<file path="src/ufsg_pkg.sv">
// Package for the UDP flow sweep slot generator: types, constants and register indexes.
// Used by every module of the block; depends on nothing.
package ufsg_pkg;

  localparam int unsigned MAX_FRAGS   = 64;
  localparam int unsigned FRAG_W      = 7;
  localparam int unsigned CFG_IDX_W   = 4;
  localparam int unsigned CFG_DATA_W  = 32;
  localparam int unsigned QUEUE_DEPTH = 4;
  localparam int unsigned QPTR_W      = $clog2(QUEUE_DEPTH);
  localparam int unsigned QCNT_W      = $clog2(QUEUE_DEPTH + 1);

  typedef enum logic [1:0] {
    MODE_INDIRECT = 2'd0,
    MODE_COPY     = 2'd1,
    MODE_MEMCPY   = 2'd2,
    MODE_NONE     = 2'd3
  } mode_t;

  typedef enum logic [CFG_IDX_W-1:0] {
    REG_SRC_PORT_MIN = 4'd0,
    REG_SRC_PORT_MAX = 4'd1,
    REG_SRC_IP_FIRST = 4'd2,
    REG_SRC_IP_LAST  = 4'd3,
    REG_DST_PORT_MIN = 4'd4,
    REG_DST_PORT_MAX = 4'd5,
    REG_DST_IP_FIRST = 4'd6,
    REG_DST_IP_LAST  = 4'd7
  } cfg_reg_t;

  typedef struct packed {
    logic                  valid;
    logic [CFG_IDX_W-1:0]  index;
    logic [CFG_DATA_W-1:0] data;
  } cfg_wr_t;

  typedef struct packed {
    logic [15:0] slot_length;
    logic        more_fragments;
    logic        report;
    logic        indirect;
    logic        step;
  } slot_entry_t;

  typedef struct packed {
    logic              push;
    logic [FRAG_W-1:0] frags_left;
  } front_status_t;

  typedef struct packed {
    logic              full;
    logic              empty;
    logic [QCNT_W-1:0] count;
  } queue_status_t;

endpackage

</file>
<file path="src/udp_flow_sweep_slot_generator_core.sv">
// Top level of the UDP flow sweep slot generator: front end, item queue and back end.
// Depends on ufsg_pkg, ufsg_front, ufsg_queue and ufsg_back.
//
//   channel  handshake             carries
//   in_      in_valid / in_stall   mode, fragment count, last-of-batch mark, packet size
//   out_     out_valid / out_stall addresses, ports, slot length and slot flags
//   cfg_     cfg_valid / cfg_ready register index and write data
//
// One item per cycle while out_stall is low; an item is queued, then registered at the output.
// The address counters step in the back end in the cycle an item leaves the queue.
// The four-entry queue lets the input keep accepting while the output is stalled, until it fills.
// Reset clears the registers, counters and fragment countdown; cfg_ready is always high.
module udp_flow_sweep_slot_generator_core
  import ufsg_pkg::*;
(
  input  logic                  clk,
  input  logic                  rst_n,
  input  logic                  in_valid,
  output logic                  in_stall,
  input  logic [1:0]            in_mode,
  input  logic [FRAG_W-1:0]     in_frags_per_packet,
  input  logic                  in_last_of_batch,
  input  logic [15:0]           in_packet_size,
  output logic                  out_valid,
  input  logic                  out_stall,
  output logic [31:0]           out_src_ip_out,
  output logic [15:0]           out_src_port_out,
  output logic [31:0]           out_dst_ip_out,
  output logic [15:0]           out_dst_port_out,
  output logic [15:0]           out_slot_length,
  output logic                  out_more_fragments,
  output logic                  out_report,
  output logic                  out_indirect,
  input  logic                  cfg_valid,
  output logic                  cfg_ready,
  input  logic [CFG_IDX_W-1:0]  cfg_index,
  input  logic [CFG_DATA_W-1:0] cfg_data
);

  slot_entry_t   front_entry;
  slot_entry_t   head;
  front_status_t front_status;
  queue_status_t queue_status;
  cfg_wr_t       cfg_wr;
  logic          pop;

  assign cfg_ready    = 1'b1;
  assign cfg_wr.valid = cfg_valid && cfg_ready;
  assign cfg_wr.index = cfg_index;
  assign cfg_wr.data  = cfg_data;

  ufsg_front u_front (
    .clk                 (clk),
    .rst_n               (rst_n),
    .in_valid            (in_valid),
    .queue_full          (queue_status.full),
    .in_mode             (in_mode),
    .in_frags_per_packet (in_frags_per_packet),
    .in_last_of_batch    (in_last_of_batch),
    .in_packet_size      (in_packet_size),
    .in_stall            (in_stall),
    .entry               (front_entry),
    .status              (front_status)
  );

  ufsg_queue u_queue (
    .clk        (clk),
    .rst_n      (rst_n),
    .push       (front_status.push),
    .push_entry (front_entry),
    .pop        (pop),
    .head       (head),
    .status     (queue_status)
  );

  ufsg_back u_back (
    .clk                (clk),
    .rst_n              (rst_n),
    .cfg_wr             (cfg_wr),
    .queue_empty        (queue_status.empty),
    .head               (head),
    .pop                (pop),
    .out_stall          (out_stall),
    .out_valid          (out_valid),
    .out_src_ip_out     (out_src_ip_out),
    .out_src_port_out   (out_src_port_out),
    .out_dst_ip_out     (out_dst_ip_out),
    .out_dst_port_out   (out_dst_port_out),
    .out_slot_length    (out_slot_length),
    .out_more_fragments (out_more_fragments),
    .out_report         (out_report),
    .out_indirect       (out_indirect)
  );

  a_queue_bound: assert property (@(posedge clk) disable iff (!rst_n)
    queue_status.count <= QCNT_W'(QUEUE_DEPTH))
    else $error("queue count exceeds its depth");

  a_pop_nonempty: assert property (@(posedge clk) disable iff (!rst_n)
    pop |-> !queue_status.empty)
    else $error("pop from an empty queue");

  a_frags_bound: assert property (@(posedge clk) disable iff (!rst_n)
    front_status.frags_left < FRAG_W'(MAX_FRAGS))
    else $error("fragment countdown out of range");

  a_report_no_more: assert property (@(posedge clk) disable iff (!rst_n)
    (out_valid && out_report) |-> !out_more_fragments)
    else $error("more-fragments mark on the last slot of a batch");

endmodule

</file>
<file path="src/ufsg_front.sv">
// Front end: accepts slot requests, runs the fragment countdown and classifies each item.
// Depends on ufsg_pkg.
module ufsg_front
  import ufsg_pkg::*;
(
  input  logic              clk,
  input  logic              rst_n,
  input  logic              in_valid,
  input  logic              queue_full,
  input  logic [1:0]        in_mode,
  input  logic [FRAG_W-1:0] in_frags_per_packet,
  input  logic              in_last_of_batch,
  input  logic [15:0]       in_packet_size,
  output logic              in_stall,
  output slot_entry_t       entry,
  output front_status_t     status
);

  logic [FRAG_W-1:0] frags_left_r;
  logic [FRAG_W-1:0] frags_left_nxt;
  logic [FRAG_W-1:0] nf;
  logic [FRAG_W-1:0] fc;
  logic [FRAG_W-1:0] fc_dec;
  logic              accept;
  logic              first_frag;
  mode_t             mode;

  assign mode     = mode_t'(in_mode);
  assign in_stall = queue_full;
  assign accept   = in_valid && !queue_full;

  always_comb begin
    if (in_frags_per_packet == '0) begin
      nf = FRAG_W'(1);
    end else if (in_frags_per_packet > FRAG_W'(MAX_FRAGS)) begin
      nf = FRAG_W'(MAX_FRAGS);
    end else begin
      nf = in_frags_per_packet;
    end
    if (frags_left_r == '0 || frags_left_r > nf) begin
      fc = nf;
    end else begin
      fc = frags_left_r;
    end
    first_frag     = (fc == nf);
    fc_dec         = fc - FRAG_W'(1);
    frags_left_nxt = in_last_of_batch ? '0 : fc_dec;
  end

  always_comb begin
    entry.slot_length    = in_packet_size;
    entry.more_fragments = (fc_dec != '0) && !in_last_of_batch;
    entry.report         = in_last_of_batch;
    entry.indirect       = (mode == MODE_INDIRECT);
    entry.step           = first_frag && (mode == MODE_COPY || mode == MODE_MEMCPY);
  end

  always_ff @(posedge clk) begin
    if (!rst_n) begin
      frags_left_r <= '0;
    end else if (accept) begin
      frags_left_r <= frags_left_nxt;
    end
  end

  assign status.push       = accept;
  assign status.frags_left = frags_left_r;

endmodule

</file>
<file path="src/ufsg_queue.sv">
// Short queue of classified slot items between the front end and the back end.
// Depends on ufsg_pkg.
module ufsg_queue
  import ufsg_pkg::*;
(
  input  logic          clk,
  input  logic          rst_n,
  input  logic          push,
  input  slot_entry_t   push_entry,
  input  logic          pop,
  output slot_entry_t   head,
  output queue_status_t status
);

  slot_entry_t       mem_r [QUEUE_DEPTH];
  logic [QPTR_W-1:0] wr_ptr_r;
  logic [QPTR_W-1:0] rd_ptr_r;
  logic [QCNT_W-1:0] count_r;
  logic [QCNT_W-1:0] count_nxt;

  assign head          = mem_r[rd_ptr_r];
  assign status.full   = (count_r == QCNT_W'(QUEUE_DEPTH));
  assign status.empty  = (count_r == '0);
  assign status.count  = count_r;

  always_comb begin
    count_nxt = count_r;
    if (push && !pop) begin
      count_nxt = count_r + QCNT_W'(1);
    end else if (pop && !push) begin
      count_nxt = count_r - QCNT_W'(1);
    end
  end

  always_ff @(posedge clk) begin
    if (push) begin
      mem_r[wr_ptr_r] <= push_entry;
    end
  end

  always_ff @(posedge clk) begin
    if (!rst_n) begin
      wr_ptr_r <= '0;
      rd_ptr_r <= '0;
      count_r  <= '0;
    end else begin
      if (push) begin
        wr_ptr_r <= wr_ptr_r + QPTR_W'(1);
      end
      if (pop) begin
        rd_ptr_r <= rd_ptr_r + QPTR_W'(1);
      end
      count_r <= count_nxt;
    end
  end

endmodule

</file>
<file path="src/ufsg_back.sv">
// Back end: holds the sweep ranges and address counters, stamps each item and registers the result.
// Depends on ufsg_pkg.
module ufsg_back
  import ufsg_pkg::*;
(
  input  logic        clk,
  input  logic        rst_n,
  input  cfg_wr_t     cfg_wr,
  input  logic        queue_empty,
  input  slot_entry_t head,
  output logic        pop,
  input  logic        out_stall,
  output logic        out_valid,
  output logic [31:0] out_src_ip_out,
  output logic [15:0] out_src_port_out,
  output logic [31:0] out_dst_ip_out,
  output logic [15:0] out_dst_port_out,
  output logic [15:0] out_slot_length,
  output logic        out_more_fragments,
  output logic        out_report,
  output logic        out_indirect
);

  logic [15:0] src_port_min_r, src_port_max_r, dst_port_min_r, dst_port_max_r;
  logic [31:0] src_ip_first_r, src_ip_last_r, dst_ip_first_r, dst_ip_last_r;
  logic [15:0] src_port_min_nxt, src_port_max_nxt, dst_port_min_nxt, dst_port_max_nxt;
  logic [31:0] src_ip_first_nxt, src_ip_last_nxt, dst_ip_first_nxt, dst_ip_last_nxt;
  logic        cfg_hit;

  logic [15:0] cur_src_port_r, cur_dst_port_r, cur_src_port_nxt, cur_dst_port_nxt;
  logic [31:0] cur_src_ip_r, cur_dst_ip_r, cur_src_ip_nxt, cur_dst_ip_nxt;

  logic        out_valid_r;
  logic [31:0] src_ip_r, dst_ip_r;
  logic [15:0] src_port_r, dst_port_r, slot_length_r;
  logic        more_r, report_r, indirect_r;

  always_comb begin
    src_port_min_nxt = src_port_min_r;
    src_port_max_nxt = src_port_max_r;
    src_ip_first_nxt = src_ip_first_r;
    src_ip_last_nxt  = src_ip_last_r;
    dst_port_min_nxt = dst_port_min_r;
    dst_port_max_nxt = dst_port_max_r;
    dst_ip_first_nxt = dst_ip_first_r;
    dst_ip_last_nxt  = dst_ip_last_r;
    cfg_hit          = 1'b0;
    if (cfg_wr.valid) begin
      cfg_hit = 1'b1;
      unique case (cfg_wr.index)
        REG_SRC_PORT_MIN: src_port_min_nxt = cfg_wr.data[15:0];
        REG_SRC_PORT_MAX: src_port_max_nxt = cfg_wr.data[15:0];
        REG_SRC_IP_FIRST: src_ip_first_nxt = cfg_wr.data;
        REG_SRC_IP_LAST:  src_ip_last_nxt  = cfg_wr.data;
        REG_DST_PORT_MIN: dst_port_min_nxt = cfg_wr.data[15:0];
        REG_DST_PORT_MAX: dst_port_max_nxt = cfg_wr.data[15:0];
        REG_DST_IP_FIRST: dst_ip_first_nxt = cfg_wr.data;
        REG_DST_IP_LAST:  dst_ip_last_nxt  = cfg_wr.data;
        default:          cfg_hit          = 1'b0;
      endcase
    end
  end

  assign pop = !queue_empty && (!out_valid_r || !out_stall);

  // The counters step like an odometer: source port first, destination address last.
  always_comb begin
    cur_src_port_nxt = cur_src_port_r;
    cur_src_ip_nxt   = cur_src_ip_r;
    cur_dst_port_nxt = cur_dst_port_r;
    cur_dst_ip_nxt   = cur_dst_ip_r;
    if (cfg_hit) begin
      cur_src_port_nxt = src_port_min_nxt;
      cur_src_ip_nxt   = src_ip_first_nxt;
      cur_dst_port_nxt = dst_port_min_nxt;
      cur_dst_ip_nxt   = dst_ip_first_nxt;
    end else if (pop && head.step) begin
      priority if (cur_src_port_r < src_port_max_r) begin
        cur_src_port_nxt = cur_src_port_r + 16'd1;
      end else if (cur_src_ip_r < src_ip_last_r) begin
        cur_src_port_nxt = src_port_min_r;
        cur_src_ip_nxt   = cur_src_ip_r + 32'd1;
      end else if (cur_dst_port_r < dst_port_max_r) begin
        cur_src_port_nxt = src_port_min_r;
        cur_src_ip_nxt   = src_ip_first_r;
        cur_dst_port_nxt = cur_dst_port_r + 16'd1;
      end else if (cur_dst_ip_r < dst_ip_last_r) begin
        cur_src_port_nxt = src_port_min_r;
        cur_src_ip_nxt   = src_ip_first_r;
        cur_dst_port_nxt = dst_port_min_r;
        cur_dst_ip_nxt   = cur_dst_ip_r + 32'd1;
      end else begin
        cur_src_port_nxt = src_port_min_r;
        cur_src_ip_nxt   = src_ip_first_r;
        cur_dst_port_nxt = dst_port_min_r;
        cur_dst_ip_nxt   = dst_ip_first_r;
      end
    end
  end

  always_ff @(posedge clk) begin
    if (!rst_n) begin
      src_port_min_r <= '0;
      src_port_max_r <= '0;
      src_ip_first_r <= '0;
      src_ip_last_r  <= '0;
      dst_port_min_r <= '0;
      dst_port_max_r <= '0;
      dst_ip_first_r <= '0;
      dst_ip_last_r  <= '0;
      cur_src_port_r <= '0;
      cur_src_ip_r   <= '0;
      cur_dst_port_r <= '0;
      cur_dst_ip_r   <= '0;
      out_valid_r    <= 1'b0;
    end else begin
      src_port_min_r <= src_port_min_nxt;
      src_port_max_r <= src_port_max_nxt;
      src_ip_first_r <= src_ip_first_nxt;
      src_ip_last_r  <= src_ip_last_nxt;
      dst_port_min_r <= dst_port_min_nxt;
      dst_port_max_r <= dst_port_max_nxt;
      dst_ip_first_r <= dst_ip_first_nxt;
      dst_ip_last_r  <= dst_ip_last_nxt;
      cur_src_port_r <= cur_src_port_nxt;
      cur_src_ip_r   <= cur_src_ip_nxt;
      cur_dst_port_r <= cur_dst_port_nxt;
      cur_dst_ip_r   <= cur_dst_ip_nxt;
      if (pop) begin
        out_valid_r <= 1'b1;
      end else if (!out_stall) begin
        out_valid_r <= 1'b0;
      end
    end
  end

  always_ff @(posedge clk) begin
    if (pop) begin
      src_ip_r      <= cur_src_ip_r;
      src_port_r    <= cur_src_port_r;
      dst_ip_r      <= cur_dst_ip_r;
      dst_port_r    <= cur_dst_port_r;
      slot_length_r <= head.slot_length;
      more_r        <= head.more_fragments;
      report_r      <= head.report;
      indirect_r    <= head.indirect;
    end
  end

  assign out_valid          = out_valid_r;
  assign out_src_ip_out     = src_ip_r;
  assign out_src_port_out   = src_port_r;
  assign out_dst_ip_out     = dst_ip_r;
  assign out_dst_port_out   = dst_port_r;
  assign out_slot_length    = slot_length_r;
  assign out_more_fragments = more_r;
  assign out_report         = report_r;
  assign out_indirect       = indirect_r;

endmodule

</file>
<file path="config.mk">
export PLATFORM = sky130hd
export DESIGN_NAME = udp_flow_sweep_slot_generator_core
export DESIGN_NICKNAME = d
export VERILOG_FILES = /design/src/ufsg_pkg.sv /design/src/udp_flow_sweep_slot_generator_core.sv /design/src/ufsg_front.sv /design/src/ufsg_queue.sv /design/src/ufsg_back.sv
export SDC_FILE = /design/constraint.sdc
export NUM_CORES = 1
export LEC_CHECK = 0
export ABC_AREA = 1
export BUFFER_PORTS_ARGS = -buffer_cell sky130_fd_sc_hd__buf_2
export CAP_MARGIN = 20
export CORE_MARGIN = 4
export CORE_UTILIZATION = 30
export DETAILED_ROUTE_END_ITERATION = 8
export MAX_ROUTING_LAYER = met4
export PLACE_DENSITY = 0.43
export SLEW_MARGIN = 20
export SYNTH_ARGS = -nofsm -noshare
export SYNTH_HDL_FRONTEND = slang
export SYNTH_SLANG_ARGS = --single-unit
</file>
<file path="constraint.sdc">
create_clock -name clk -period 10 [get_ports clk]
set_input_delay 2 -clock clk [delete_from_list [all_inputs] [get_ports clk]]
set_output_delay 2 -clock clk [all_outputs]
set_load 0.005 [all_outputs]
</file>
== After elaboration in Yosys (flattened, before gate mapping) ==
Memory sizes are Yosys's and may differ from the RTL's. A register that Yosys moved wholly into a read port is not among the register bits.
Index checks and enable logic that the tools add are counted.

* Add/sub/neg operators: 9
* Magnitude comparators: 6
* Equal/unequal tests: 15
* Multiplexer cells: 40
* Reduce and logical (&&, ||, !) cells: 33

{| class="wikitable"
|+ Operators with widths
! operator !! count
|-
| 32-bit two-way mux || 14
|-
| 16-bit two-way mux || 12
|-
| 32-bit by 1-bit adder with 32-bit output, second input constant || 2
|-
| 32-bit less-than comparator || 2
|-
| 16-bit by 1-bit adder with 16-bit output, second input constant || 2
|-
| 16-bit less-than comparator || 2
|-
| 7-bit two-way mux || 4
|-
| 4-bit by 3-bit == test with 1-bit output, second input constant || 4
|-
| 7-bit logical NOT || 2
|-
| 2-bit AND reduction || 5
|-
| 4-bit by 2-bit == test with 1-bit output, second input constant || 2
|-
| 2-bit by 1-bit != test with 1-bit output, second input constant || 4
|-
| 8-bit OR reduction || 1
|-
| 7-bit == test || 1
|-
| 7-bit > comparator || 1
|-
| 7-bit > comparator, second input constant || 1
|-
| 1-bit logical AND || 7
|-
| 1-bit logical NOT || 7
|-
| 7-bit nonzero test || 1
|-
| 7-bit by 1-bit subtractor with 7-bit output, second input constant || 1
|-
| 1-bit two-way mux || 6
|-
| 3-bit two-way mux || 2
|-
| 2-bit by 1-bit adder with 2-bit output, second input constant || 2
|-
| 4-bit by 1-bit == test with 1-bit output, second input constant || 1
|-
| other kinds (13) || 17
|}

* Register bits: 418
* RAM bits: 80
* Input port bits: 67
* Output and inout port bits: 118
* Logic and storage cells: 129
* Memories: 1

{| class="wikitable"
|+ Memory list
! memory !! words !! width !! read ports !! clocked after memory_dff !! wr ports !! RTL line !! text
|-
| u_queue.mem_r || 4 || 20 || 1 || 1 || 1 || ufsg_queue.sv:15 || <nowiki>slot_entry_t mem_r [QUEUE_DEPTH];</nowiki>
|}

== Longest topological paths before layout ==
* Word-level depth: 9
* Depth in mapped cells: 23
* Gate-level depth less buffers: 23

== Cells and area by module ==
A second synthesis with hierarchy kept.

* Cells, all modules: 2983
* Area total of the unflattened synthesis: 24677.4 µm²

{| class="wikitable"
|+ By module, submodules not included
! module !! instances !! cells each !! area each (µm²)
|-
| ufsg_back || 1 || 2553 || 20176.9
|-
| ufsg_queue || 1 || 252 || 3383.2
|-
| ufsg_front || 1 || 176 || 1106.1
|-
| udp_flow_sweep_slot_generator_core || 1 || 2 || 11.3
|}

== Worst setup path before layout ==
OpenSTA, ideal clock, no wires.

* Path type: input to register
* From: input port out_stall
* To: register u_back.cur_dst_ip_r[13]
* Library setup time: 70 ps
* Arrival time: 5746 ps
* Data required time: 9930 ps
* Slack: 4183 ps
* Stages on the path: 10
* Buffers on the path: 1
* Cell sequence: nand2_1 o31ai_4 inv_1 nand2_1 a21oi_1 nand3_2 nand2_4 buf_4 nand2_1 a21oi_1

* Cells in the longest elaborated chain, start to end: 6

{| class="wikitable"
|+ Ends and longest elaborated chain
! what !! RTL line !! text
|-
| from (decl) || udp_flow_sweep_slot_generator_core.sv:25 || <nowiki>input logic out_stall,</nowiki>
|-
| 1-bit logical NOT || ufsg_back.sv:64 || <nowiki>assign pop = !queue_empty && (!out_valid_r || !out_stall);</nowiki>
|-
| 1-bit logical OR || ufsg_back.sv:64 ||
|-
| 1-bit logical AND || ufsg_back.sv:64 ||
|-
| via pop || udp_flow_sweep_slot_generator_core.sv:45 || <nowiki>logic pop;</nowiki>
|-
| 1-bit logical AND || ufsg_back.sv:77 || <nowiki>end else if (pop && head.step) begin</nowiki>
|-
| 2-bit nonzero test (no source line) || - ||
|-
| 4-bit AND reduction (no source line) || - ||
|-
| to (signal assigned) || ufsg_back.sv:128 || <nowiki>cur_dst_ip_r <= cur_dst_ip_nxt;</nowiki>
|-
| to (decl) || ufsg_back.sv:31 || <nowiki>logic [31:0] cur_src_ip_r, cur_dst_ip_r, cur_src_ip_nxt, cur_dst_ip_nxt;</nowiki>
|}

The timed path passes the listed nets, and every way through them passes these cells.
A chain may end at the register's enable or synchronous reset.

== Worst setup path after layout ==
* From: input port cfg_index[3]
* To: register u_back.cur_src_port_r[13]

* Cells in the longest elaborated chain, start to end: 5
* Elaborated cells on any way between the ends: 15
* Classes of those cells: 7 x eq/ne; 5 x mux; 3 x reduce/logical

{| class="wikitable"
|+ Ends and longest elaborated chain
! what !! RTL line !! text
|-
| from (decl) || udp_flow_sweep_slot_generator_core.sv:36 || <nowiki>input logic [CFG_IDX_W-1:0] cfg_index,</nowiki>
|-
| 4-bit by 1-bit == test with 1-bit output, or another cell as far along || ufsg_back.sv:50 || <nowiki>unique case (cfg_wr.index)</nowiki>
|-
| 8-bit OR reduction (no source line) || - ||
|-
| 1-bit two-way mux || ufsg_back.sv:50 ||
|-
| 1-bit two-way mux || ufsg_back.sv:48 || <nowiki>if (cfg_wr.valid) begin</nowiki>
|-
| 16-bit two-way mux or 2-bit nonzero test (tied branches) || - ||
|-
| to (signal assigned) || ufsg_back.sv:125 || <nowiki>cur_src_port_r <= cur_src_port_nxt;</nowiki>
|-
| to (decl) || ufsg_back.sv:30 || <nowiki>logic [15:0] cur_src_port_r, cur_dst_port_r, cur_src_port_nxt, cur_dst_port_nxt;</nowiki>
|}

Several ways; a longest one is shown, not always the timed one.

==> reports/qor.yml <==
outcome: "complete, no violations"
cp_top_family: "simple AND/OR/NAND/NOR gates"
grt_max_degree: 83
drtIter0Drc: 1300
cp_slowest_cell: "nand2_1"
cts-htree-levels: 2
syn_inst: 2996
crit_buf_inv: 3
fillers: 8384
critPathMaxStageDelay_ns: 0.66
rows: 104
synth_common_cells: "521 x nand2_1, 361 x nor2_1, 348 x inv_1"
grtUsageMet1: 0.245
met3_usage: 0.0232
start_util: 0.303
drt_wl_total_microns: 77400
crit_type: "primary input to flop"
cts.sinks: 500
slew_violations: 0
crit_path_end_kind: "flop"
ys_seq_area_frac: 0.492
dp.cells: 4126
synth_edf_count: 195
post-route-min-period_ns: 4.34
tns_ns: 0
fin_nets: 3304
firstDrtPassIters: 5
antenna_found_initial: 11
clk_latency_ns: 0.66
ys_warn_count: 0
io_buffers: 183
stdcell_count: 4240
hold_path_class: "flop to flop"
finalCritPeriodShare: 0.434
finClkSkew_ns: 0.0611
place_congestion: 0.809
worst_slew_pin_slew_ns: 1.08
worstPathMaxFanout: 73
fin_util: 0.350
grt_pass1_wl_microns: 117000
netlist_area_sq_um: 24300
clockRootBuffer: "clkbuf_16"
netlist.area_leader.share: 0.251
cpMostUsedCell: "nand2_1"
path_cells: "buf_2 -> nor2_2 -> buf_4 -> inv_4 -> nor2_2 -> nand2_1 -> o21ai_0 -> nand2_1 -> nand2_1 -> o21bai_1 -> a21oi_1"
top_usage_layer: "met2"
power.leakage_nw: 11.4
synth_top_area_cell: "dfxtp_1"
synth_most_common_cell: "nand2_1"
hold_viol_final: 0
multiInputGateArea_sq_um: 10500
rsz0062_at_grt: "no"
synth_area_leaders: "dfxtp_1 25%, edfxtp_1 24%, nand2_1 8.0%"
setup_viol: 0
gr-usage-met2: 0.287
postCtsHoldBufs: 0
drc_errors: 0
worstPathRequired_ns: 10.46
syn_nets: 3174
fmax_mhz: 230
vias: 20400
yosysUniqueCellTypes: 47
drt-vias-per-instance: 4.82
fp.dieH_microns: 293
cp-start-kind: "primary input"
cts_resized: 0
gr-total-overflow: 0
ios: 185
core_area_sq_um: 80400
drv_cap: 0
synth_ff_type: "dfxtp_1"
arrival_ns: 4.80
avgSynthCellArea_sq_um: 8.12
postCtsSetupBuffers: 0
p_per_area_nw_per_um2: 355
hpwl_microns: 51200
clk_pin_slew_ns: 0.06
cts_tree: "yes"
die_w_microns: 293
seq_area_sq_um: 12000
grt_pass1_vias: 19500
relSlewSlack: 0.275
drtAntennaViolNets: 0
clockBufferDepth: 3
dieArea_sq_um: 85700
ys_ff_latch: 500
cts_buffers: 58
avgRoutedWirePerCell_microns: 18.3
async_flop_share: 0
drive_gt1_frac: 0.115
grt_usage: 0.180
syn2layout_area_growth_pct: 15.6
ir_worst_vdd_mv: 0.629
## layer usage
metal  vias up  share of wire
met5         -              0
met4         0          0.020
met3       110          0.048
met2       467           0.46
met1      9656           0.48
li1      10200              -
## worst min-delay path, delay by kind of cell, from the launching register on
family	cells	cell delay (ns)
AOI/OAI and AO/OA	1	0.06
buffers and inverters	1	0.06
DFF	1	0.29
## area by class of cell
type | count | area share
sequential | 500 | 0.425
multi-input combinational | 2004 | 0.373
antenna | 5 | 0.000445
timing repair buffer | 206 | 0.0388
clock buffer | 94 | 0.0603
clock inverter | 15 | 0.00730
tap | 1060 | 0.0472
inverter | 356 | 0.0479
## cells by family after synthesis
| logic type | Yosys count | share of synthesized area |
|---|---|---|
| buf+inv | 492 | 0.0790 |
| compound gates | 638 | 0.139 |
| simple gates | 1180 | 0.207 |
| other cells | 1 | 0.000154 |
| fa+ha+maj | 111 | 0.0574 |
| flops | 500 | 0.492 |
| xor+xnor | 74 | 0.0266 |
## registers in the layout (all words and copies together), names as in the netlist, 32 cells and up, named ones only
| signal | count |
|---|---|
| u_queue.mem_r | 80 |
| u_back.cur_dst_ip_r | 32 |
| u_back.cur_src_ip_r | 32 |
| u_back.dst_ip_first_r | 32 |
| u_back.dst_ip_last_r | 32 |
| u_back.out_dst_ip_out | 32 |
| u_back.out_src_ip_out | 32 |
| u_back.src_ip_first_r | 32 |
| u_back.src_ip_last_r | 32 |
## final timing paths
path / cells after the start / end / startpoint / slack, ns
worst min register to register: 2 / u_back.src_ip_last_r[15] / u_back.src_ip_last_r[15] / 0.46
worst max register to register: 9 / u_back.cur_src_port_r[14] / flop / 6.22
worst min-delay path: 2 / u_back.src_ip_last_r[15] / u_back.src_ip_last_r[15] / 0.46
worst max-delay path: 11 / u_back.cur_src_port_r[13] / cfg_index[3] / 5.66
## cell usage in the layout (no fill, tap or decap), types with 41 or more instances in the layout
cell,n
nand2_1,521
nor2_1,355
inv_1,347
dfxtp_1,305
o21ai_0,304
a21oi_1,238
edfxtp_1,195
buf_2,182
nand3_1,143
ha_1,110
clkbuf_16,58
xor2_1,52
nor3_1,41
## power by group
part / internal, mW / switching [mW] / leakage, nW
Clock: 1.22 / 0.894 / 0.916
Sequential: 2.73 / 0.517 / 4.38
Combinational: 1.45 / 3.16 / 6.13
Total: 5.40 / 4.57 / 11.4
## through the flow
step	hold slack, ns	total power, mW	cell area (sq um)	setup slack, ns
detailed placement	0.451	7.95	26200	4.82
global route	0.476	10.8	28100	5.30
finish	0.456	9.97	28100	5.66
floorplan	0.424	6.32	24300	4.18
CTS	0.458	10.1	28100	5.53
global placement	0.436	7.92	26200	4.90
(Power assumes the default switching activity.)
